--- config.mk ---
export PLATFORM = sky130hd
export DESIGN_NAME = cau_div_cell
export DESIGN_NICKNAME = d
export VERILOG_FILES = /design/src/rtl/core/cau_pkg.sv /design/src/rtl/core/cau_div_cell.sv
export SDC_FILE = /design/constraint.sdc
export NUM_CORES = 1
export LEC_CHECK = 0
export BUFFER_PORTS_ARGS = -buffer_cell sky130_fd_sc_hd__buf_2
export CAP_MARGIN = 10
export CORE_AREA = 2 2 327 329
export DETAILED_ROUTE_END_ITERATION = 8
export DIE_AREA = 0 0 329 331
export SETUP_SLACK_MARGIN = 0.4
export SYNTH_ARGS = -nofsm -noshare
export SYNTH_HDL_FRONTEND = slang
export SYNTH_SLANG_ARGS = --single-unit
--- constraint.sdc ---
create_clock -name clk -period 0.8 [get_ports clk]
set_input_delay 0 -clock clk [delete_from_list [all_inputs] [get_ports clk]]
set_output_delay 0 -clock clk [all_outputs]
set_load 0.03 [all_outputs]
--- src/rtl/core/cau_pkg.sv ---
// Package for the complex arithmetic unit.
// Holds operation codes, default widths and the control struct that runs down the pipeline.
`timescale 1ns / 1ps
package cau_pkg;

    localparam int CAU_WORD_BITS = 32;
    localparam int CAU_FRAC_BITS = 16;
    localparam int KIND_BITS     = 3;

    localparam logic [KIND_BITS-1:0] KIND_ADD  = 3'd0;
    localparam logic [KIND_BITS-1:0] KIND_SUB  = 3'd1;
    localparam logic [KIND_BITS-1:0] KIND_MUL  = 3'd2;
    localparam logic [KIND_BITS-1:0] KIND_DIV  = 3'd3;
    localparam logic [KIND_BITS-1:0] KIND_CONJ = 3'd4;

    typedef struct packed {
        logic valid;
        logic is_div;
        logic neg_re;
        logic neg_im;
        logic ov;
        logic dz;
    } cau_ctl_t;

endpackage

--- src/rtl/core/cau_div_cell.sv ---
// One restoring-divide cell: one quotient bit for each part, the rest passes along.
// Depends on cau_pkg.
`timescale 1ns / 1ps
module cau_div_cell
    import cau_pkg::*;
#(
    parameter int WORD_BITS = CAU_WORD_BITS,
    parameter int FRAC_BITS = CAU_FRAC_BITS
) (
    input  logic                                clk,
    input  logic                                rst_n,
    input  cau_ctl_t                            ctl_in,
    input  logic [WORD_BITS-1:0]                re_in,
    input  logic [WORD_BITS-1:0]                im_in,
    input  logic [2*WORD_BITS-1:0]              den_in,
    input  logic [2*WORD_BITS:0]                rem_re_in,
    input  logic [2*WORD_BITS:0]                rem_im_in,
    input  logic [2*WORD_BITS+FRAC_BITS-1:0]    nq_re_in,
    input  logic [2*WORD_BITS+FRAC_BITS-1:0]    nq_im_in,
    output cau_ctl_t                            ctl_out,
    output logic [WORD_BITS-1:0]                re_out,
    output logic [WORD_BITS-1:0]                im_out,
    output logic [2*WORD_BITS-1:0]              den_out,
    output logic [2*WORD_BITS:0]                rem_re_out,
    output logic [2*WORD_BITS:0]                rem_im_out,
    output logic [2*WORD_BITS+FRAC_BITS-1:0]    nq_re_out,
    output logic [2*WORD_BITS+FRAC_BITS-1:0]    nq_im_out
);
    localparam int RB = 2 * WORD_BITS + 1;
    localparam int QB = 2 * WORD_BITS + FRAC_BITS;

    logic [RB-1:0] t_re, t_im, d_ext;
    logic          q_re, q_im;

    // shift in the next numerator bit, subtract when it fits
    assign d_ext = {1'b0, den_in};
    assign t_re  = {rem_re_in[RB-2:0], nq_re_in[QB-1]};
    assign t_im  = {rem_im_in[RB-2:0], nq_im_in[QB-1]};
    assign q_re  = (t_re >= d_ext);
    assign q_im  = (t_im >= d_ext);

    always_ff @(posedge clk or negedge rst_n)
    begin
        if (!rst_n)
            ctl_out <= '0;
        else
            ctl_out <= ctl_in;
    end

    always_ff @(posedge clk)
    begin
        re_out     <= re_in;
        im_out     <= im_in;
        den_out    <= den_in;
        rem_re_out <= q_re ? t_re - d_ext : t_re;
        rem_im_out <= q_im ? t_im - d_ext : t_im;
        nq_re_out  <= {nq_re_in[QB-2:0], q_re};
        nq_im_out  <= {nq_im_in[QB-2:0], q_im};
    end

endmodule

# Word-level counts from Yosys, hierarchy flattened
# Index checks and enable logic that the tools add are counted.
# op_classes
n_addsub	2
n_lt_le_gt_ge	2
mux	2
# ops
operator	n
>= comparator 65 x 64 -> 1 bit	2
2-to-1 mux 65 bit	2
subtractor 65 x 64 -> 65 bit	2
# totals
regBits	424
input_bits	426

# Longest topological paths before layout
# Gate-level depths: netlist of the first run.
# logic_depth
ltp_word	2
mapped_depth	17

# Worst setup path before layout of the first run
# No wires, ideal clock.
# synth_timing
kind	input to register
from	input den_in[13]
to	register rem_im_out[14]
setup_ps	121
arrival_ps	2962
path_slack_ps	-2284
path_stages	16
n_path_buf	3
cell_sequence	inv_1 > ha_1 > buf_2 > nand4_1 > or4_1 > a21o_1 > a31oi_4 > a211oi_4 > o31ai_4 > a31oi_4 > o31a_1 > o211a_1 > inv_2 > buf_8 > buf_12 > mux2_4
# synth_between
elab_chain_len	2
word_cells_on_any_way	3
# synth_lines
item	line_no	rtl
start: declaration	cau_div_cell.sv:15	input logic [2*WORD_BITS-1:0] den_in,
subtractor 65 x 64 -> 65 bit or >= comparator 65 x 64 -> 1 bit (tied branches)	cau_div_cell.sv:56, cau_div_cell.sv:40	
2-to-1 mux 65 bit (*)	cau_div_cell.sv:56	rem_im_out <= q_im ? t_im - d_ext : t_im;
end signal: assignment	cau_div_cell.sv:56	
end: declaration	cau_div_cell.sv:25	output logic [2*WORD_BITS:0] rem_im_out,
# Every way passes the cells marked *; elsewhere a longest branch is shown, timed or not.

# Final worst setup path of the first run
# layout_timing
from	input den_in[10]
to	register rem_im_out[23]
# The elaborated chain is that of the path after synthesis.

==> impl_results.md, run 1 <==
* Total grt overflow at 0
* CP Launch Point: den_in[10]
* Multi-input gate area at 10200 um2
* H-tree depth at 2
* Routing usage on met1 at 0.197
* Synth unique cells at 75
* Fin crit share at 3.49
* Final slew viol count at 0
* Largest net degree at the start of global routing at 20
* CP Max Fanout at 8
* Synthesized flop and latch total at 424
* Synth-to-Final Area Change at 120%
* Hold WS at -0.464 ns
* Failing checks: hold timing, setup timing
* Core ar. at 105000 um2
* Hold path startpoint: den_in[1]
* Max-cap violation count at 0
* Worst Hold Class: input port to flip-flop
* Worst setup SP type: input port
* Data arrival, critical path at 3.30 ns
* Pwr dens at 1940 nW/um2
* Die footprint at 109000 um2
* Syn_nets at 2472
* Ratio of cells with drive above 1 in the final layout at 0.599
* CTS sink count at 424
* Dpl cell area at 29200 um2
* Residual DRC at 0
* Initial DRC count at 1001
* Synth warn at 0
* Met2 GRT Util at 0.334
* Total routed wirelength at 103000 um
* CP max stage cell: or4_4
* Pre-CTS setup slack at -2.65 ns
* Worst Hold End: den_out[1]
* Initial antenna violation count at 11
* Routability cong. at 0.911
* Routed vias at 22.0k
* Reg clk slew, reported paths at 0.06 ns
* Ys flop type: dfxtp_1
* Vias per inst at 4.20
* Hold depth at 1
* Register area at 9070 um2
* Setup violators final at 556
* HPWL Detailed at 75600 um
* DP Cell Count at 4704
* Unrepaired setup endpoints after global routing: yes
* Vias in the first global route at 23.4k
* Syn Area/Cell at 9.41 um2
* Rel. slew slack at 0.585
* Die width at 329 um
* CTS Root Buffer Type: clkbuf_16
* Num rows at 119
* Initial Utilization at 0.172
* Status: finished with violations
* Total CTS buffers at 47
* Met3 GRT Util at 0.0343
* Worst EP required at 1.30 ns
* Setup CP Type: input port to flip-flop
* Io pins at 850
* Sequential share of the synthesized area at 0.473
* Number of synthesized flops with an enable pin at 0
* Syn Inst Count at 1916
* End-of-flow core utilization at 0.378
* CP Capture Type: flip-flop
* Cell Area, Synth at 18000 um2
* Fillers at 9946
* CTS tree: yes
* Peak Freq at 0.358 GHz
* Final hold viol count at 50
* Fin area at 39700 um2
* Gr busiest metal: met2
* Nets at 4363
* Clock buffer depth at 3
* Finished Layout Cells at 5239
* Final Worst Setup Slack at -1.99 ns
* Final ANT Viol Nets at 0
* Post-synthesis async set-or-reset flop share at 0.0142
* First-pass GRT wire length at 145000 um
* Die Ht at 331 um
* Slowest stage delay, CP at 0.56 ns
* Leakage at 18.3 nW
* Gr usage total at 0.178
* Max rail drop VDD at 1610 uV
* Crit-path cells: buf_8 -> inv_4 -> ha_4 -> nand4_1 -> or4_4 -> a21o_1 -> a31oi_4 -> a211oi_4 -> buf_6 -> o31ai_4 -> a31oi_4 -> o31a_1 -> o211a_1 -> inv_4 -> buf_12 -> buf_12 -> mux2_4
* Worst Tran Pin Value at 0.616 ns
* Drt first pass iters at 5
* Final min period at 2.79 ns
* IO Port Bufs at 847
* Routed wirelength normalized by instance count at 19.7 um
## critical path, delay by kind of cell
| family | cells | cell delay [ns] |
|---|---|---|
| compound gates | 7 | 1.31 |
| fa+ha+maj | 1 | 0.26 |
| buf+inv | 6 | 0.68 |
| mux | 1 | 0.30 |
| simple gates | 2 | 0.72 |
## placed cells by master (no fill, tap or decap), drive strengths merged, types with 21 or more instances in the layout
cell         instances
buf               1533
dfxtp              418
dlygate4sd3        380
a21oi              254
nor2               179
ha                 128
inv                121
nand2              112
o21ai               91
xnor2               74
clkbuf              68
a21o                58
nand4               43
xor2                43
o21bai              32
mux2                32
nand3               31
nor3                21
## through the flow
stage | TNS [ns] | hold slack, ns | power, mW
floorplan | -246.25 | -0.296 | 36.6
global placement | -326.71 | -0.118 | 46.9
detailed placement | -329.89 | -0.116 | 47.0
CTS | -364.64 | -0.525 | 76.8
global route | -383.67 | -0.500 | 80.3
finish | -346.94 | -0.464 | 77.1
## cell families after synthesis
| logic type | count (synthesis) | synth area share |
|---|---|---|
| buffers and inverters | 188 | 0.0446 |
| adder cells (fa/ha/maj) | 130 | 0.0911 |
| multiplexers | 37 | 0.0248 |
| flip-flops | 424 | 0.473 |
| XOR/XNOR | 117 | 0.0568 |
| AO/OA/AOI/OAI | 557 | 0.191 |
| AND/OR/NAND/NOR | 463 | 0.119 |
## flip-flops by register name (all words and copies together), names as in the netlist
register	count
nq_re_out	80
nq_im_out	80
rem_im_out	65
den_out	64
rem_re_out	65
re_out	32
ctl_out	6
im_out	32
## synth_stat cells, types with 4 or more instances
master | instances | area (um2)
a21oi_1 | 254 | 1270
xor2_1 | 43 | 377
mux2_2 | 22 | 248
a221oi_1 | 4 | 35.0
or3_1 | 8 | 50.1
buf_6 | 5 | 56.3
o21ai_0 | 88 | 440
clkbuf_1 | 43 | 161
a31oi_1 | 16 | 100
nor2_1 | 179 | 672
a21boi_0 | 7 | 52.6
nand3_1 | 31 | 155
o21bai_1 | 31 | 233
nor4b_1 | 7 | 61.3
nor2b_1 | 12 | 75.1
mux2_4 | 10 | 150
o21a_1 | 20 | 150
a21o_1 | 58 | 435
xnor2_1 | 74 | 648
nand4_1 | 43 | 269
nand2_1 | 112 | 420
dfxtp_1 | 418 | 8370
mux2i_1 | 5 | 50.1
o211ai_1 | 11 | 82.6
o31a_1 | 7 | 61.3
o221ai_1 | 7 | 61.3
inv_1 | 115 | 432
nor4_1 | 8 | 50.1
ha_1 | 128 | 1600
nand2b_1 | 10 | 62.6
nor3_1 | 21 | 105
and3_1 | 8 | 50.1
and2_1 | 8 | 50.1
a211oi_1 | 12 | 90.1
dfrtp_1 | 6 | 150
buf_2 | 18 | 90.1
## routing by layer
metal  vias up  part of all wire
met4        10             0.040
met2       827              0.52
met3       201             0.060
li1      10500                 -
met1     10500              0.38
met5         -           0.00061
## layout make-up
| cell class | count | area share |
|---|---|---|
| repair buffers | 1914 | 0.419 |
| multi-input cells | 1304 | 0.256 |
| flip-flops and latches | 424 | 0.228 |
| well taps | 1391 | 0.0438 |
| clock buffers | 68 | 0.0339 |
| inverters | 116 | 0.0122 |
| clock inverters | 18 | 0.00646 |
| diodes | 4 | 0.000252 |
## power by group
group,internal (mW),switching [mW]
clock,13.4,9.54
combinational,14.2,14.8
sequential,23.9,1.36
## worst max-delay path by stage
| stage | endpoint | slack, ns | depth (start not counted) |
|---|---|---|---|
| after global placement | rem_im_out[63] | -2.59 | 15 |
| final | rem_im_out[23] | -1.99 | 17 |
| after CTS | rem_im_out[23] | -1.95 | 17 |
| after detailed placement | rem_im_out[40] | -2.65 | 17 |
| after global routing | rem_im_out[1] | -2.12 | 20 |
| after floorplan | rem_im_out[14] | -2.17 | 16 |
## repair_timing
item                                    4_1_cts  5_1_grt
cloned                                       13        0
endpoints found under the setup margin      556      556
pin swaps                                    45       27
gates resized for setup                    1280       90
endpoints found under the hold margin       428       60
buffers inserted                             45        6
hold buffers                                372        9
(Power assumes the default switching activity.)
==> run 2: changes to the inputs <==
==> constraint.sdc (replaced) <==
create_clock -name clk -period 0.8 [get_ports clk]
set_input_delay 0.2 -clock clk [delete_from_list [all_inputs] [get_ports clk]]
set_output_delay 0.2 -clock clk [all_outputs]
set_load 0.03 [all_outputs]
==> impl_results.md, run 2 (same netlist as run 1, synthesis figures left out) <==
* Final ANT Viol Nets at 0
* Routed vias at 21.8k
* H-tree depth at 2
* CTS sink count at 424
* Worst EP required at 1.35 ns
* Die width at 329 um
* Crit-path cells: buf_8 -> inv_6 -> ha_4 -> nand4_1 -> or4_4 -> a21o_4 -> a31oi_4 -> a211oi_4 -> buf_12 -> o31ai_4 -> a31oi_4 -> o31a_1 -> o211a_1 -> inv_4 -> buf_12 -> buf_12 -> buf_12 -> nor2_2 -> a21oi_1
* Initial antenna violation count at 25
* Clock buffer depth at 3
* Reg clk slew, reported paths at 0.06 ns
* Gr usage total at 0.186
* CP Capture Type: flip-flop
* Worst setup SP type: input port
* CP Launch Point: den_in[16]
* CTS tree: yes
* Failing checks: hold timing, setup timing
* HPWL Detailed at 81300 um
* Ratio of cells with drive above 1 in the final layout at 0.637
* Num rows at 119
* Nets at 4304
* Drt first pass iters at 5
* Worst setup endpoint: rem_im_out[30]
* Max rail drop VDD at 1850 uV
* # hold bufs at CTS at 288
* CP bufs+invs at 7
* Residual DRC at 0
* Routed wirelength normalized by instance count at 20.8 um
* Status: finished with violations
* Total CTS buffers at 52
* Fillers at 9981
* Largest net degree at the start of global routing at 16
* Leading cell types in the layout, fill and taps excluded: buf_4 (616), buf_6 (459), buf_2 (395)
* Synth-to-Final Area Change at 125%
* Final Worst Setup Slack at -2.25 ns
* Die Ht at 331 um
* Total power at 78.8 mW
* Setup CP Type: input port to flip-flop
* Total grt overflow at 0
* Max-cap violation count at 0
* Regs by FF count: nq_im_out (80), nq_re_out (80)
* Final slew viol count at 0
* Hold depth at 2
* End-of-flow core utilization at 0.387
* Vias in the first global route at 22.8k
* DP Cell Count at 4705
* Setup violators final at 556
* CP Max Fanout at 8
* Total routed wirelength at 108000 um
* CP delay by family, top: compound AO/OA/AOI/OAI gates
* Hold WS at -0.207 ns
* Worst Tran Pin Value at 0.604 ns
* Critical Path Most Common Cell: buf_12
* CP max stage cell: or4_4
* Core ar. at 105000 um2
* Peak Freq at 0.327 GHz
* Routability cong. at 0.938
* Initial DRC count at 938
* Fin crit share at 3.82
* Finished Layout Cells at 5192
* Rel. slew slack at 0.594
* Pwr dens at 1940 nW/um2
* Die footprint at 109000 um2
* CTS Root Buffer Type: clkbuf_16
* Setup_tns at -472.34 ns
* Worst Hold Class: input port to flip-flop
* Slowest stage delay, CP at 0.57 ns
* WP depth at 19
* Data arrival, critical path at 3.60 ns
* Leakage at 18.4 nW
* Final min period at 3.05 ns
* Unrepaired setup endpoints after global routing: yes
* First-pass GRT wire length at 149000 um
* Vias per inst at 4.21
* IO Port Bufs at 847
* Final hold viol count at 137
* Commonest non-fill, non-tap cell in the layout: buf_4
* Io pins at 850
* Initial Utilization at 0.172
[run 2: area by class of cell]
cell class              count  area, um2  area share
multi-input cells        1304      10700       0.264
well taps                1391       1740      0.0429
inverters                 116        536      0.0132
diodes                      9       22.5    0.000555
flip-flops and latches    424       9540       0.235
clock buffers              67       1400      0.0344
clock inverters            31        343     0.00845
repair buffers           1850      16300       0.402
[run 2: metal layers]
layer  wire (um)  vias up  GRT usage
li1            -    10400          -
met3        7360      190     0.0466
met1       41000    10400      0.204
met5         155        -          0
met4        4520       24     0.0688
met2       55200      774      0.341
[run 2: what timing repair did]
action | 4_1_cts | 5_1_grt
gates cloned | 8 | 1
buffers inserted | 52 | 31
pin swaps | 64 | 57
endpoints found under the hold margin | 428 | 138
endpoints found under the setup margin | 556 | 559
gates resized for setup | 1501 | 187
[run 2: worst min path at each step]
stage,startpoint,to,slack [ns]
2_1_floorplan,rst_n,ctl_out[0],-0.1
3_3_place_gp,rst_n,ctl_out[2],0.03
3_5_place_dp,rst_n,ctl_out[2],0.03
4_1_cts,den_in[39],den_out[39],-0.26
5_1_grt,den_in[37],den_out[37],-0.25
6_report,den_in[39],den_out[39],-0.21
[run 2: power by group]
group          leakage [nW]  switching, mW  internal [mW]
Combinational          13.9           15.1           14.6
Clock                 0.846           10.3           13.9
Sequential             3.66           1.47           23.5
[run 2: stage by stage]
| step | hold WS [ns] | area [um2] | setup WS, ns |
|---|---|---|---|
| floorplan | -0.0956 | 19300 | -2.37 |
| global placement | 0.0318 | 29600 | -3.04 |
| detailed placement | 0.0340 | 29600 | -3.06 |
| CTS | -0.262 | 39500 | -2.22 |
| global route | -0.251 | 40600 | -2.32 |
| finish | -0.207 | 40600 | -2.25 |
==> run 3: changes to the inputs <==
Settings changed: CORE_AREA 2 2 327 329 to 2 2 333 335, CTS_BUF_LIST set to sky130_fd_sc_hd__clkbuf_8, DIE_AREA 0 0 329 331 to 0 0 335 337.
==> impl_results.md, run 3 (same netlist as run 1, synthesis figures left out) <==
* Clock buffer depth at 3
* Clock share of power at 0.298
* Total grt overflow at 0
* Setup CP Type: input port to flip-flop
* Final Worst Setup Slack at -2.07 ns
* Gr usage total at 0.183
* Routed vias at 22.3k
* CTS Root Buffer Type: clkbuf_8
* Routability cong. at 0.924
* First-pass GRT wire length at 153000 um
* DP Cell Count at 4732
* End-of-flow core utilization at 0.376
* HPWL Detailed at 80200 um
* Reg power frac at 0.319
* Final hold viol count at 77
* Unrepaired setup endpoints after global routing: yes
* Gate power share at 0.383
* Residual DRC at 0
* Commonest non-fill, non-tap cell in the layout: buf_4
* Num rows at 122
* Drt first pass iters at 5
* Hold path startpoint: den_in[0]
* Worst Hold End: den_out[0]
* Routed wirelength normalized by instance count at 20.6 um
* Vias in the first global route at 23.4k
* Final min period at 2.87 ns
* Initial antenna violation count at 14
* H-tree depth at 3
* Worst Tran Pin Value at 0.449 ns
* Final slew viol count at 0
* CTS sink count at 424
* Pwr dens at 1900 nW/um2
* Worst Hold Class: input port to flip-flop
* Total power at 78.4 mW
* Synth-to-Final Area Change at 129%
* Leading cell types in the layout, fill and taps excluded: buf_4 (618), buf_6 (450), buf_2 (391)
* Net Switching at 27.3 mW
* Vias per inst at 4.19
* Largest net degree at the start of global routing at 15
* Multi-input gate area at 10700 um2
* Die Ht at 337 um
* Finished Layout Cells at 5323
* Worst EP required at 1.39 ns
* Worst setup SP type: input port
* Register area at 9540 um2
* Fillers at 10.5k
* Failing checks: hold timing, setup timing
* CP Capture Type: flip-flop
* Total CTS buffers at 79
* Hold depth at 2
* Regs by FF count: nq_im_out (80), nq_re_out (80)
* Initial Utilization at 0.164
* Status: finished with violations
* Total routed wirelength at 110000 um
* Switching Fraction at 0.349
* CP Max Fanout at 6
* Setup violators final at 556
* Peak Freq at 0.348 GHz
* Initial DRC count at 933
* Io pins at 850
* Fin crit share at 3.59
* Hold WS at -0.277 ns
* Nets at 4381
* Final ANT Viol Nets at 0
* Data arrival, critical path at 3.46 ns
* CTS tree: yes
* IO Port Bufs at 847
* Reg clk slew, reported paths at 0.06 ns
* Rel. slew slack at 0.697
* Die footprint at 113000 um2
* CP Launch Point: den_in[14]
* Leakage at 18.8 nW
* Core ar. at 110000 um2
* Max rail drop VDD at 1290 uV
* Internal Pwr Total at 51.1 mW
* Die width at 335 um
* Pre-CTS setup slack at -2.91 ns
* Max-cap violation count at 0
* Ratio of cells with drive above 1 in the final layout at 0.626
==> run 3: cell count changes in the layout (fill, tap and decap cells not counted), sizes merged, moves of 5 or more <==
cell         before   now
dlygate4sd3     288   351
bufinv            4     9
clkbuf           68    82
inv             124   148
buf            1561  1549
clkinv           16    21
==> run 3: repair_timing <==
| item | in CTS | in global routing |
|---|---|---|
| hold buffers | 349 | 3 |
| gates resized for setup | 1409 | 209 |
| pin swaps | 46 | 79 |
| hold endpoints to repair | 428 | 82 |
| endpoints found under the setup margin | 556 | 556 |
| buffers inserted | 48 | 23 |
| gates cloned | 16 | 0 |
==> run 3: worst max path at each step <==
stage	cells past startpoint	slack (ns)	endpoint
after floorplan	16	-2.37	rem_im_out[14]
after global placement	16	-2.93	rem_im_out[9]
after detailed placement	16	-2.91	rem_im_out[9]
after CTS	17	-2.04	rem_im_out[14]
after global routing	19	-2.11	rem_im_out[17]
final	19	-2.07	rem_im_out[17]
==> run 3: area by class of cell <==
cell class | instances | share of cell area
clock buffer | 82 | 0.0274
clock inverter | 66 | 0.0142
antenna | 5 | 0.000304
sequential | 424 | 0.232
tap | 1426 | 0.0433
inverter | 116 | 0.0125
timing repair buffer | 1900 | 0.411
multi-input combinational | 1304 | 0.260
==> run 3: power by group through the flow <==
stage	Sequential [mW]	Combinational, mW	Clock [mW]
2_1_floorplan	28.7	7.55	0
3_3_place_gp	24.5	22.5	0
3_5_place_dp	24.4	22.6	0
4_1_cts	24.9	28.8	24.1
5_1_grt	25.1	31.7	25.1
6_report	25.0	30.1	23.3
==> run 3: layer usage <==
metal	up-vias	wire, um	global-route usage
met4	10	4510	0.0740
met2	824	56900	0.342
met5	-	63	0
li1	10600	-	-
met3	224	6780	0.0429
met1	10700	41300	0.198
==> run 3: metrics by stage <==
step / setup TNS (ns) / instance area [um2] / hold WS [ns]
3_3_place_gp: -359.06 / 29800 / 0.0311
4_1_cts: -535.90 / 40100 / -0.469
3_5_place_dp: -357.69 / 29800 / 0.0417
6_report: -483.85 / 41200 / -0.277
2_1_floorplan: -272.66 / 19300 / -0.0956
5_1_grt: -523.22 / 41200 / -0.360
==> run 3: critical path, stage by stage <==
cell	delay, ns
buf_8	0.09
inv_8	0.03
ha_4	0.26
nand4_1	0.15
or4_4	0.55
a21o_1	0.21
a31oi_4	0.28
a211oi_4	0.11
buf_12	0.15
o31ai_4	0.24
a31oi_4	0.12
o31a_1	0.12
o211a_1	0.27
clkinv_4	0.10
buf_12	0.13
buf_16	0.16
buf_8	0.14
nor2_2	0.04
a21oi_1	0.11
