==> src/rtl/core/cau_pkg.sv <==
// Package for the complex arithmetic unit.
// Holds operation codes, default widths and the control struct that runs down the pipeline.
`timescale 1ns / 1ps
package cau_pkg;

    localparam int CAU_WORD_BITS = 32;
    localparam int CAU_FRAC_BITS = 16;
    localparam int KIND_BITS     = 3;

    localparam logic [KIND_BITS-1:0] KIND_ADD  = 3'd0;
    localparam logic [KIND_BITS-1:0] KIND_SUB  = 3'd1;
    localparam logic [KIND_BITS-1:0] KIND_MUL  = 3'd2;
    localparam logic [KIND_BITS-1:0] KIND_DIV  = 3'd3;
    localparam logic [KIND_BITS-1:0] KIND_CONJ = 3'd4;

    typedef struct packed {
        logic valid;
        logic is_div;
        logic neg_re;
        logic neg_im;
        logic ov;
        logic dz;
    } cau_ctl_t;

endpackage

==> src/rtl/core/cau_back.sv <==
// Back end: quotient sign and saturation, result select and output register.
// Depends on cau_pkg.
`timescale 1ns / 1ps
module cau_back
    import cau_pkg::*;
#(
    parameter int WORD_BITS = CAU_WORD_BITS,
    parameter int FRAC_BITS = CAU_FRAC_BITS
) (
    input  logic                                clk,
    input  logic                                rst_n,
    input  cau_ctl_t                            ctl,
    input  logic [WORD_BITS-1:0]                re_in,
    input  logic [WORD_BITS-1:0]                im_in,
    input  logic [2*WORD_BITS+FRAC_BITS-1:0]    q_re,
    input  logic [2*WORD_BITS+FRAC_BITS-1:0]    q_im,
    output logic                                done,
    output logic signed [WORD_BITS-1:0]         res_real,
    output logic signed [WORD_BITS-1:0]         res_imag,
    output logic                                overflow,
    output logic                                div_zero
);
    localparam int W  = WORD_BITS;
    localparam int QB = 2 * WORD_BITS + FRAC_BITS;
    localparam logic [QB-1:0] HALF = QB'(1) << (W - 1);
    localparam logic [W-1:0]  WMAX = {1'b0, {(W-1){1'b1}}};
    localparam logic [W-1:0]  WMIN = {1'b1, {(W-1){1'b0}}};

    function automatic logic [W:0] fix_q(input logic [QB-1:0] q, input logic neg);
        logic [W:0] r;
        if (neg)
            r = (q > HALF) ? {1'b1, WMIN} : {1'b0, -q[W-1:0]};
        else
            r = (q >= HALF) ? {1'b1, WMAX} : {1'b0, q[W-1:0]};
        return r;
    endfunction

    logic [W:0] d_re, d_im;

    assign d_re = fix_q(q_re, ctl.neg_re);
    assign d_im = fix_q(q_im, ctl.neg_im);

    always_ff @(posedge clk or negedge rst_n)
    begin
        if (!rst_n)
        begin
            done     <= 1'b0;
            overflow <= 1'b0;
            div_zero <= 1'b0;
        end
        else
        begin
            done     <= ctl.valid;
            overflow <= ctl.valid & (ctl.is_div ? (d_re[W] | d_im[W]) : ctl.ov);
            div_zero <= ctl.valid & ctl.dz;
        end
    end

    always_ff @(posedge clk)
    begin
        res_real <= ctl.is_div ? d_re[W-1:0] : re_in;
        res_imag <= ctl.is_div ? d_im[W-1:0] : im_in;
    end

endmodule

==> config.mk <==
export PLATFORM = sky130hd
export DESIGN_NAME = cau_back
export DESIGN_NICKNAME = d
export VERILOG_FILES = /design/src/rtl/core/cau_pkg.sv /design/src/rtl/core/cau_back.sv
export SDC_FILE = /design/constraint.sdc
export NUM_CORES = 1
export LEC_CHECK = 0
export BUFFER_PORTS_ARGS = -buffer_cell sky130_fd_sc_hd__buf_2
export CAP_MARGIN = 10
export CELL_PAD_IN_SITES_DETAIL_PLACEMENT = 1
export CELL_PAD_IN_SITES_GLOBAL_PLACEMENT = 1
export CORE_MARGIN = 2
export CORE_UTILIZATION = 30
export DETAILED_ROUTE_END_ITERATION = 10
export GPL_ROUTABILITY_DRIVEN = 0
export PLACE_DENSITY = 0.84
export SKIP_LAST_GASP = 1
export SLEW_MARGIN = 20
export SYNTH_ARGS = -nofsm -noshare
export SYNTH_HDL_FRONTEND = slang
export SYNTH_SLANG_ARGS = --single-unit
==> constraint.sdc <==
create_clock -name clk -period 1 [get_ports clk]
set_clock_uncertainty 0.1 [all_clocks]
set_input_delay 0.15 -clock clk [delete_from_list [all_inputs] [get_ports clk]]
set_output_delay 0.15 -clock clk [all_outputs]
set_load 0.05 [all_outputs]
Word-level counts from Yosys, hierarchy flattened
Index checks and enable logic that the tools add are counted.
{"block": "classes", "n_addsub": 2, "n_mux": 9, "bitwise": 3, "order_cmp": 4}
{"operator": "2-to-1 mux 33 bit", "count": 6}
{"operator": "greater-or-equal comparator 80 x 32 -> 1 bit (second input constant)", "count": 2}
{"operator": "greater-than comparator 80 x 32 -> 1 bit (second input constant)", "count": 2}
{"operator": "2-to-1 mux 32 bit", "count": 2}
{"operator": "negator 32 bit", "count": 2}
{"operator": "bitwise AND 1 bit", "count": 2}
{"operator": "2-to-1 mux 1 bit", "count": 1}
{"operator": "bitwise OR 1 bit", "count": 1}
{"block": "word_totals", "reg_bits": 67, "inputBits": 232, "wordCells": 23, "out_inout_bits": 67}

Depth between registers and ports, before layout
Gate-level depths: netlist of run 1.
{"block": "logic_depth", "word_depth": 6, "mapped_depth": 9, "ltp_nobuf": 8}

Worst setup path after synthesis of run 1
OpenSTA, ideal clock, no wires.
{"block": "synth_path", "path_kind": "input -> register", "startpoint": "in q_re[18]", "endpoint": "reg res_real[16]", "n_path_buf": 1, "arrival_time_ns": 2.139, "setup_time_ns": 0.074, "setup_slack_ns": -1.313, "required_time_ns": 0.826, "stages": 7, "cell_sequence": "or4_4 or3_1 buf_6 o31ai_4 nand2_2 or4_1 a31oi_1"}
{"block": "synth_between", "elab_chain_len": 4, "word_cells_on_any_way": 6, "cone_classes": "order compare: 2; mux: 4"}
{"element": "start, declared", "line": "cau_back.sv:15", "text": "input logic [2*WORD_BITS+FRAC_BITS-1:0] q_re,"}
{"element": "greater-or-equal comparator 80 x 32 -> 1 bit or greater-than comparator 80 x 32 -> 1 bit (tied branches)", "line": "cau_back.sv:34, cau_back.sv:32"}
{"element": "2-to-1 mux 33 bit (on tied branches)", "line": "cau_back.sv:34, cau_back.sv:32"}
{"element": "2-to-1 mux 33 bit *", "line": "cau_back.sv:31", "text": "if (neg)"}
{"element": "2-to-1 mux 32 bit *", "line": "cau_back.sv:61", "text": "res_real <= ctl.is_div ? d_re[W-1:0] : re_in;"}
{"element": "end signal, assigned", "line": "cau_back.sv:61"}
{"element": "end, declared", "line": "cau_back.sv:18", "text": "output logic signed [WORD_BITS-1:0] res_real,"}
Every way passes the cells marked *; elsewhere a longest branch is shown, timed or not.

Final worst setup path of run 1
{"block": "layout_path", "startpoint": "in q_im[53]", "endpoint": "reg res_imag[25]"}
{"block": "layout_between", "elab_chain_len": 4, "word_cells_on_any_way": 6, "cone_classes": "order compare: 2; mux: 4"}
{"element": "start, declared", "line": "cau_back.sv:16", "text": "input logic [2*WORD_BITS+FRAC_BITS-1:0] q_im,"}
{"element": "greater-or-equal comparator 80 x 32 -> 1 bit or greater-than comparator 80 x 32 -> 1 bit (tied branches)", "line": "cau_back.sv:34, cau_back.sv:32"}
{"element": "2-to-1 mux 33 bit (on tied branches)", "line": "cau_back.sv:34, cau_back.sv:32"}
{"element": "2-to-1 mux 33 bit *", "line": "cau_back.sv:31"}
{"element": "2-to-1 mux 32 bit *", "line": "cau_back.sv:62", "text": "res_imag <= ctl.is_div ? d_im[W-1:0] : im_in;"}
{"element": "end signal, assigned", "line": "cau_back.sv:62"}
{"element": "end, declared", "line": "cau_back.sv:19", "text": "output logic signed [WORD_BITS-1:0] res_imag,"}
Marks and branches as above.

==> run_summary.xml, run 1 <==
<?xml version="1.0" encoding="UTF-8"?>
<metrics>
  <group name="timing">
    <metric name="slew-limit-headroom" unit="%">52.3</metric>
    <metric name="fin_setup_tns" unit="ns">-85.30</metric>
    <metric name="timing_limited_maximum_frequency" unit="MHz">410</metric>
    <metric name="worst_pin_slew" unit="ns">0.714</metric>
    <metric name="setup_viol_count_final" unit="">132</metric>
    <metric name="grt_setup_unrepaired" unit="">true</metric>
    <metric name="finalHoldWorstSlack" unit="ns">-0.0510</metric>
    <metric name="drv_slew" unit="">0</metric>
    <metric name="post-route-min-period" unit="ns">2.44</metric>
    <metric name="hold_viol_final" unit="">1</metric>
    <metric name="setup_ws" unit="ns">-1.44</metric>
    <metric name="final.period_utilization" unit="%">244</metric>
  </group>
  <group name="global_routing">
    <metric name="grt_first_pass_wirelength" unit="microns">51500</metric>
    <metric name="globalRouteTotalUtil" unit="%">41.9</metric>
    <metric name="grt_overflow_total" unit="">0</metric>
    <metric name="number_of_antenna_violations_at_the_first_check_in_global_routing" unit="">1</metric>
    <metric name="via_count_of_the_first_global_routing_pass" unit="">9052</metric>
    <metric name="grt_start_max_net_pins" unit="">24</metric>
  </group>
  <group name="pwr">
    <metric name="power-per-cell-area" unit="nW/um^2">1030</metric>
    <metric name="p_leak" unit="nW">4.32</metric>
    <metric name="power.ir.vdd_worst" unit="mV">0.821</metric>
    <metric name="totalPowerFinal" unit="W">0.0103</metric>
  </group>
  <group name="run_status">
    <metric name="outcome" unit="">complete, but fails checks</metric>
    <metric name="failed_checks" unit="">negative hold slack, negative setup slack</metric>
  </group>
  <group name="synthesis">
    <metric name="synthesis.nets" unit="">850</metric>
    <metric name="post_synth_and_or_nand_nor_area_fraction" unit="%">38.8</metric>
    <metric name="netlist-cell-type-count" unit="">66</metric>
    <metric name="postSynthCellCount" unit="">616</metric>
    <metric name="synth_mux_area_share" unit="%">1.66</metric>
    <metric name="synth_area" unit="sq um">4430</metric>
    <metric name="ys.warnings.count" unit="">0</metric>
    <metric name="synth_top_flop_cell" unit="">dfxtp_1</metric>
    <metric name="async_flop_share" unit="%">4.48</metric>
    <metric name="yosys.area.top_type_share" unit="%">28.9</metric>
    <metric name="synth_enable_flop_cells" unit="">0</metric>
    <metric name="postSynthRegisterBits" unit="">67</metric>
    <metric name="synth_area_leader_cell" unit="">dfxtp_1</metric>
    <metric name="synthesized_area_fraction_occupied_by_ao_oa_aoi_and_oai_cells" unit="%">22.8</metric>
    <metric name="synth_xor_xnor_area_share" unit="%">0.988</metric>
    <metric name="yosys-top-cells-area" unit="">dfxtp_1, nor2_1, nor4_1</metric>
    <metric name="syn_area_per_cell" unit="sq um">7.20</metric>
    <metric name="synth-adder-area-share" unit="%">0.564</metric>
    <metric name="synth_top_family_by_area" unit="">simple AND/OR/NAND/NOR gates</metric>
    <metric name="seq_area_frac_synth" unit="%">30.6</metric>
  </group>
  <group name="floorplanning">
    <metric name="die_height" unit="microns">126</metric>
    <metric name="die_width" unit="microns">126</metric>
    <metric name="placement_rows" unit="">44</metric>
    <metric name="core_area" unit="sq um">14500</metric>
    <metric name="fp.dieArea" unit="sq um">15800</metric>
    <metric name="floorplan.initialDensity" unit="%">30.6</metric>
    <metric name="boundaryPins" unit="">299</metric>
  </group>
  <group name="drt">
    <metric name="route.met2.wl" unit="microns">19700</metric>
    <metric name="via_count" unit="">8786</metric>
    <metric name="vias_per_cell" unit="">6.57</metric>
    <metric name="first_iter_violations" unit="">947</metric>
    <metric name="firstDrtPassIters" unit="">6</metric>
    <metric name="postRouteAntennaNets" unit="">0</metric>
    <metric name="topRoutingLayerUsed" unit="">met5</metric>
    <metric name="wl_per_cell" unit="microns">31.4</metric>
    <metric name="met3RoutedLength" unit="microns">4680</metric>
    <metric name="wl" unit="microns">41900</metric>
    <metric name="post-route-drc-count" unit="">0</metric>
    <metric name="routedLengthMet1" unit="microns">13900</metric>
  </group>
  <group name="cts">
    <metric name="number_of_levels_the_h_tree_was_split_into" unit="">3</metric>
    <metric name="worst_setup_hold_path_clk_slew" unit="ns">0.07</metric>
    <metric name="clock_sink_count" unit="">67</metric>
    <metric name="tritoncts.num_buffers" unit="">9</metric>
    <metric name="cts-root-buf" unit="">clkbuf_16</metric>
    <metric name="tritoncts_clock_tree" unit="">done</metric>
    <metric name="ctsLongestPathBuffers" unit="">2</metric>
  </group>
  <group name="worst_setup_path">
    <metric name="cp_max_fo" unit="">19</metric>
    <metric name="timing_worst_setup_path_type" unit="">in -&gt; reg</metric>
    <metric name="crit_path_end_kind" unit="">register</metric>
    <metric name="cp.arrival" unit="ns">2.61</metric>
    <metric name="cp.required" unit="ns">1.17</metric>
    <metric name="critical_path.startpoint_type" unit="">input port</metric>
  </group>
  <group name="layout">
    <metric name="drive_above_1_share" unit="%">61.2</metric>
    <metric name="area.growth.synth_to_final" unit="%">126</metric>
    <metric name="finalNetCount" unit="">1382</metric>
    <metric name="diodes" unit="">0</metric>
    <metric name="postLayoutCellArea" unit="sq um">10000</metric>
  </group>
  <group name="placed_design">
    <metric name="port-buffer-count" unit="">298</metric>
    <metric name="postPlaceCellArea" unit="sq um">7440</metric>
    <metric name="detailedPlace.worstSlack" unit="ns">-1.56</metric>
    <metric name="detailedPlacementHpwl" unit="microns">19400</metric>
  </group>
  <group name="job">
    <metric name="maxCapViolCount" unit="">0</metric>
  </group>
  <group name="min_path">
    <metric name="min_path_type" unit="">in -&gt; reg</metric>
  </group>
</metrics>
placed cells by master (no fill, tap or decap), types with 6 or more instances in the layout:
| cell type | synthesis | routed |
|---|---|---|
| buf_6 | 1 | 38 |
| a211oi_2 | 0 | 6 |
| nor2_1 | 92 | 88 |
| o21ai_0 | 42 | 32 |
| dlygate4sd3_1 | 0 | 55 |
| nand2b_1 | 6 | 6 |
| or3_1 | 28 | 23 |
| nor3_1 | 35 | 18 |
| a21oi_2 | 0 | 13 |
| clkbuf_16 | 0 | 10 |
| a31oi_2 | 0 | 6 |
| buf_2 | 3 | 227 |
| or3b_1 | 12 | 11 |
| nor3_2 | 1 | 14 |
| buf_4 | 1 | 176 |
| buf_8 | 0 | 56 |
| a31oi_1 | 37 | 28 |
| dfxtp_2 | 0 | 62 |
| nor4_2 | 1 | 11 |
| nor4_1 | 42 | 27 |
| nand4_1 | 12 | 12 |
| a21oi_1 | 35 | 20 |
| o21ai_1 | 2 | 8 |
| nand2_1 | 34 | 30 |
| inv_1 | 14 | 14 |
| nand3_2 | 1 | 9 |
| nand3_1 | 27 | 17 |
logic make-up after synthesis:
kind of cell,after synthesis
simple gates,324
compound gates,161
flops,67
buf+inv,50
mux,7
xor+xnor,5
fa+ha+maj,2
synth_stat cells (all sizes together), types with 3 or more instances:
master / n
nor2: 92
dfxtp: 64
o21ai: 44
nor4: 43
a31oi: 37
nor3: 36
a21oi: 35
nand2: 35
clkbuf: 31
nand3: 28
or3: 28
inv: 14
nand4: 12
or3b: 12
a211oi: 9
or4: 8
nand2b: 6
o31ai: 6
and2: 5
buf: 5
a21boi: 4
mux2i: 4
nor4b: 4
o22ai: 4
and3: 3
dfrtp: 3
mux2: 3
o32a: 3
xnor2: 3
layer usage:
metal / vias to the layer above / global-route usage, %
met2: 926 / 74.2
met1: 4128 / 45.2
met3: 339 / 10.2
met5: - / 0
met4: 2 / 24.4
li1: 3391 / -
flip-flops by register name, summed over array words and instances (netlist names):
name,cells
div_zero,1
done,1
res_imag,32
overflow,1
res_real,32
area by class of cell:
type / count / area, sq um
inverters: 14 / 52.6
well taps: 184 / 230
clock inverters: 4 / 22.5
multi-input cells: 499 / 3630
fillers: 1663 / 4460
flip-flops and latches: 67 / 1440
repair buffers: 557 / 4380
clock buffers: 12 / 268
where the power goes:
part	internal (W)	leakage [nW]	switching [W]
clock network	0.00189	0.143	0.00143
registers	0.00294	0.572	0.000180
logic	0.00165	3.61	0.00224
worst max-delay path: stages:
cell,delay [ns]
buf_2,0.11
nor4_1,0.46
nand4_1,0.23
or4_4,0.62
buf_12,0.21
nor4_1,0.35
o21ai_0,0.21
a31oi_2,0.27
what timing repair did:
action	4_1_cts	5_1_grt
resized for setup	309	126
buffers inserted	13	16
pin swaps	43	39
endpoints found under the hold margin	55	1
setup endpoints to repair	132	132
hold buffers	54	1
stage by stage:
step                hold WS, ns  cells  utilization, %
global route            -0.0430   1337            69.2
CTS                     0.00203   1323            64.5
detailed placement       -0.151   1240            51.4
global placement         -0.154   1240            51.4
finish                  -0.0510   1337            69.2
floorplan                -0.246    616               -
final timing paths:
path / from / endpoint / slack [ns] / depth (start not counted)
max in group asynchronous: rst_n / overflow$_DFF_PN0_ / 0.68 / 2
setup / recovery: q_im[53] / res_imag[25]$_DFF_P_ / -1.44 / 8
min in group asynchronous: rst_n / done$_DFF_PN0_ / 0.01 / 2
hold / removal: im_in[8] / res_imag[8]$_DFF_P_ / -0.05 / 3
No activity file was read; power rests on OpenSTA's default activity.
==> run 2, diff against run 1 <==
CTS_CLUSTER_SIZE = 30   (was unset)
SKIP_CTS_REPAIR_TIMING = 1   (was unset)
==> run_summary.xml, run 2 (synthesized netlist as in run 1, its figures left out) <==
<?xml version="1.0" encoding="UTF-8"?>
<metrics>
  <group name="run_status">
    <metric name="outcome" unit="">complete, but fails checks</metric>
    <metric name="failed_checks" unit="">negative hold slack, negative setup slack</metric>
  </group>
  <group name="layout">
    <metric name="num-fill-cells" unit="">1688</metric>
    <metric name="area.growth.synth_to_final" unit="%">114</metric>
    <metric name="mostFrequentLayoutCells" unit="">buf_2, buf_4, nor2_1</metric>
    <metric name="drive_above_1_share" unit="%">59.7</metric>
    <metric name="layout_top_registers" unit="">res_imag x32, res_real x32</metric>
    <metric name="finalNetCount" unit="">1346</metric>
    <metric name="final_common_cell" unit="">buf_2</metric>
    <metric name="diodes" unit="">0</metric>
  </group>
  <group name="timing">
    <metric name="fin_setup_tns" unit="ns">-78.90</metric>
    <metric name="final.period_utilization" unit="%">236</metric>
    <metric name="post-route-min-period" unit="ns">2.36</metric>
    <metric name="timing_limited_maximum_frequency" unit="MHz">424</metric>
    <metric name="setup_viol_count_final" unit="">132</metric>
    <metric name="worst_pin_slew" unit="ns">0.562</metric>
    <metric name="drv_slew" unit="">0</metric>
    <metric name="hold_viol_final" unit="">8</metric>
    <metric name="setup_ws" unit="ns">-1.36</metric>
    <metric name="slew-limit-headroom" unit="%">62.3</metric>
    <metric name="grt_setup_unrepaired" unit="">true</metric>
    <metric name="finalHoldWorstSlack" unit="ns">-0.0325</metric>
  </group>
  <group name="min_path">
    <metric name="number_of_cells_on_the_worst_hold_path" unit="">3</metric>
    <metric name="min_path_type" unit="">in -&gt; reg</metric>
  </group>
  <group name="worst_setup_path">
    <metric name="critical-path-top-delay-family" unit="">simple AND/OR/NAND/NOR gates</metric>
    <metric name="timing_worst_setup_path_type" unit="">in -&gt; reg</metric>
    <metric name="cp.arrival" unit="ns">2.51</metric>
    <metric name="cp_max_fo" unit="">7</metric>
    <metric name="cp.required" unit="ns">1.15</metric>
    <metric name="critical_path.startpoint_type" unit="">input port</metric>
    <metric name="critical_path.slowest_cell" unit="">or4_4</metric>
    <metric name="timing.critical_path.depth" unit="">8</metric>
    <metric name="crit_path_end_kind" unit="">register</metric>
    <metric name="wp_buf_inv" unit="">2</metric>
    <metric name="worstPathCellList" unit="">buf_6, or4_4, or3_4, o31ai_4, nand3_4, clkbuf_16, or3b_1, a31oi_1</metric>
    <metric name="worst_path_largest_cell_delay" unit="ns">0.56</metric>
  </group>
  <group name="drt">
    <metric name="wl" unit="microns">33600</metric>
    <metric name="wl_per_cell" unit="microns">25.8</metric>
    <metric name="via_count" unit="">7988</metric>
    <metric name="first_iter_violations" unit="">623</metric>
    <metric name="vias_per_cell" unit="">6.14</metric>
    <metric name="postRouteAntennaNets" unit="">0</metric>
    <metric name="firstDrtPassIters" unit="">5</metric>
    <metric name="post-route-drc-count" unit="">0</metric>
  </group>
  <group name="cts">
    <metric name="tritoncts_clock_tree" unit="">done</metric>
    <metric name="cts-root-buf" unit="">clkbuf_16</metric>
    <metric name="ctsLongestPathBuffers" unit="">2</metric>
    <metric name="worst_setup_hold_path_clk_slew" unit="ns">0.06</metric>
    <metric name="number_of_levels_the_h_tree_was_split_into" unit="">3</metric>
    <metric name="clock_sink_count" unit="">67</metric>
    <metric name="tritoncts.num_buffers" unit="">9</metric>
  </group>
  <group name="placed_design">
    <metric name="detailedPlacementHpwl" unit="microns">19400</metric>
    <metric name="detailedPlace.worstSlack" unit="ns">-1.56</metric>
    <metric name="port-buffer-count" unit="">298</metric>
  </group>
  <group name="pwr">
    <metric name="p_leak" unit="nW">4.14</metric>
    <metric name="power-per-cell-area" unit="nW/um^2">1040</metric>
    <metric name="power.ir.vdd_worst" unit="mV">0.807</metric>
  </group>
  <group name="floorplanning">
    <metric name="die_width" unit="microns">126</metric>
    <metric name="core_area" unit="sq um">14500</metric>
    <metric name="die_height" unit="microns">126</metric>
    <metric name="placement_rows" unit="">44</metric>
    <metric name="boundaryPins" unit="">299</metric>
    <metric name="fp.dieArea" unit="sq um">15800</metric>
    <metric name="floorplan.initialDensity" unit="%">30.6</metric>
  </group>
  <group name="global_routing">
    <metric name="grt_first_pass_wirelength" unit="microns">37300</metric>
    <metric name="globalRouteTotalUtil" unit="%">29.6</metric>
    <metric name="number_of_antenna_violations_at_the_first_check_in_global_routing" unit="">0</metric>
    <metric name="grt_start_max_net_pins" unit="">24</metric>
    <metric name="grt_overflow_total" unit="">0</metric>
    <metric name="via_count_of_the_first_global_routing_pass" unit="">7227</metric>
  </group>
  <group name="job">
    <metric name="maxCapViolCount" unit="">0</metric>
  </group>
</metrics>
[run 2: cell count changes in the layout (fill, tap and decap cells not counted), moves of 4 or more]
cell and delta:
nand3_2 -4, nand3_1 +4, nor3_2 -4, buf_8 -14, nor3_1 +6, a31oi_2 -4, dlygate4sd3_1 -21, buf_6 +11
buf_4 -11
[run 2: per-layer routing]
metal / part of all wire, % / global-route usage (%) / routed length, microns / vias up
met4: 5.2 / 8.82 / 1760 / 0
li1: - / - / - / 3336
met3: 8.9 / 6.85 / 2970 / 179
met5: 0 / 0 / 0 / -
met2: 50 / 54.2 / 16900 / 615
met1: 35 / 34.0 / 11900 / 3858
[run 2: where the power goes]
part | internal [W] | switching [W] | leakage [nW]
sequential | 0.00294 | 0.000160 | 0.572
combinational | 0.00152 | 0.00203 | 3.42
clock | 0.00189 | 0.00136 | 0.143
[run 2: area by class of cell]
type                       instances  area [sq um]  share of cell area, %
clock buffer                      12           268                   2.82
tap                              184           230                   2.42
multi-input combinational        499          3510                   36.9
sequential                        67          1430                   15.1
timing repair buffer             521          3990                   42.0
clock inverter                     4          22.5                  0.237
inverter                          14          52.6                  0.553
[run 2: metrics by stage]
step | hold WS (ns) | total power, W | cell area [sq um] | std cells | utilization (%)
3_5_place_dp | -0.151 | 0.00570 | 7440 | 1240 | 51.4
3_3_place_gp | -0.154 | 0.00562 | 7440 | 1240 | 51.4
6_report | -0.0325 | 0.00989 | 9500 | 1301 | 65.6
5_1_grt | -0.0236 | 0.0101 | 9500 | 1301 | 65.6
4_1_cts | -0.517 | 0.00889 | 7730 | 1256 | 53.4
2_1_floorplan | -0.246 | 0.00432 | 4540 | 616 | -
[run 2: worst paths after layout]
path,from,to,slack (ns)
max in group asynchronous,rst_n,overflow$_DFF_PN0_,0.67
hold / removal,im_in[3],res_imag[3]$_DFF_P_,-0.03
setup / recovery,q_im[20],res_imag[26]$_DFF_P_,-1.36
min in group asynchronous,rst_n,done$_DFF_PN0_,0.03
[run 2: worst min-delay path, delay by kind of cell]
family	cells	cell delay, ns
and+or+nand+nor	1	0.03
buffers and inverters	1	0.08
AOI/OAI and AO/OA	1	0.11
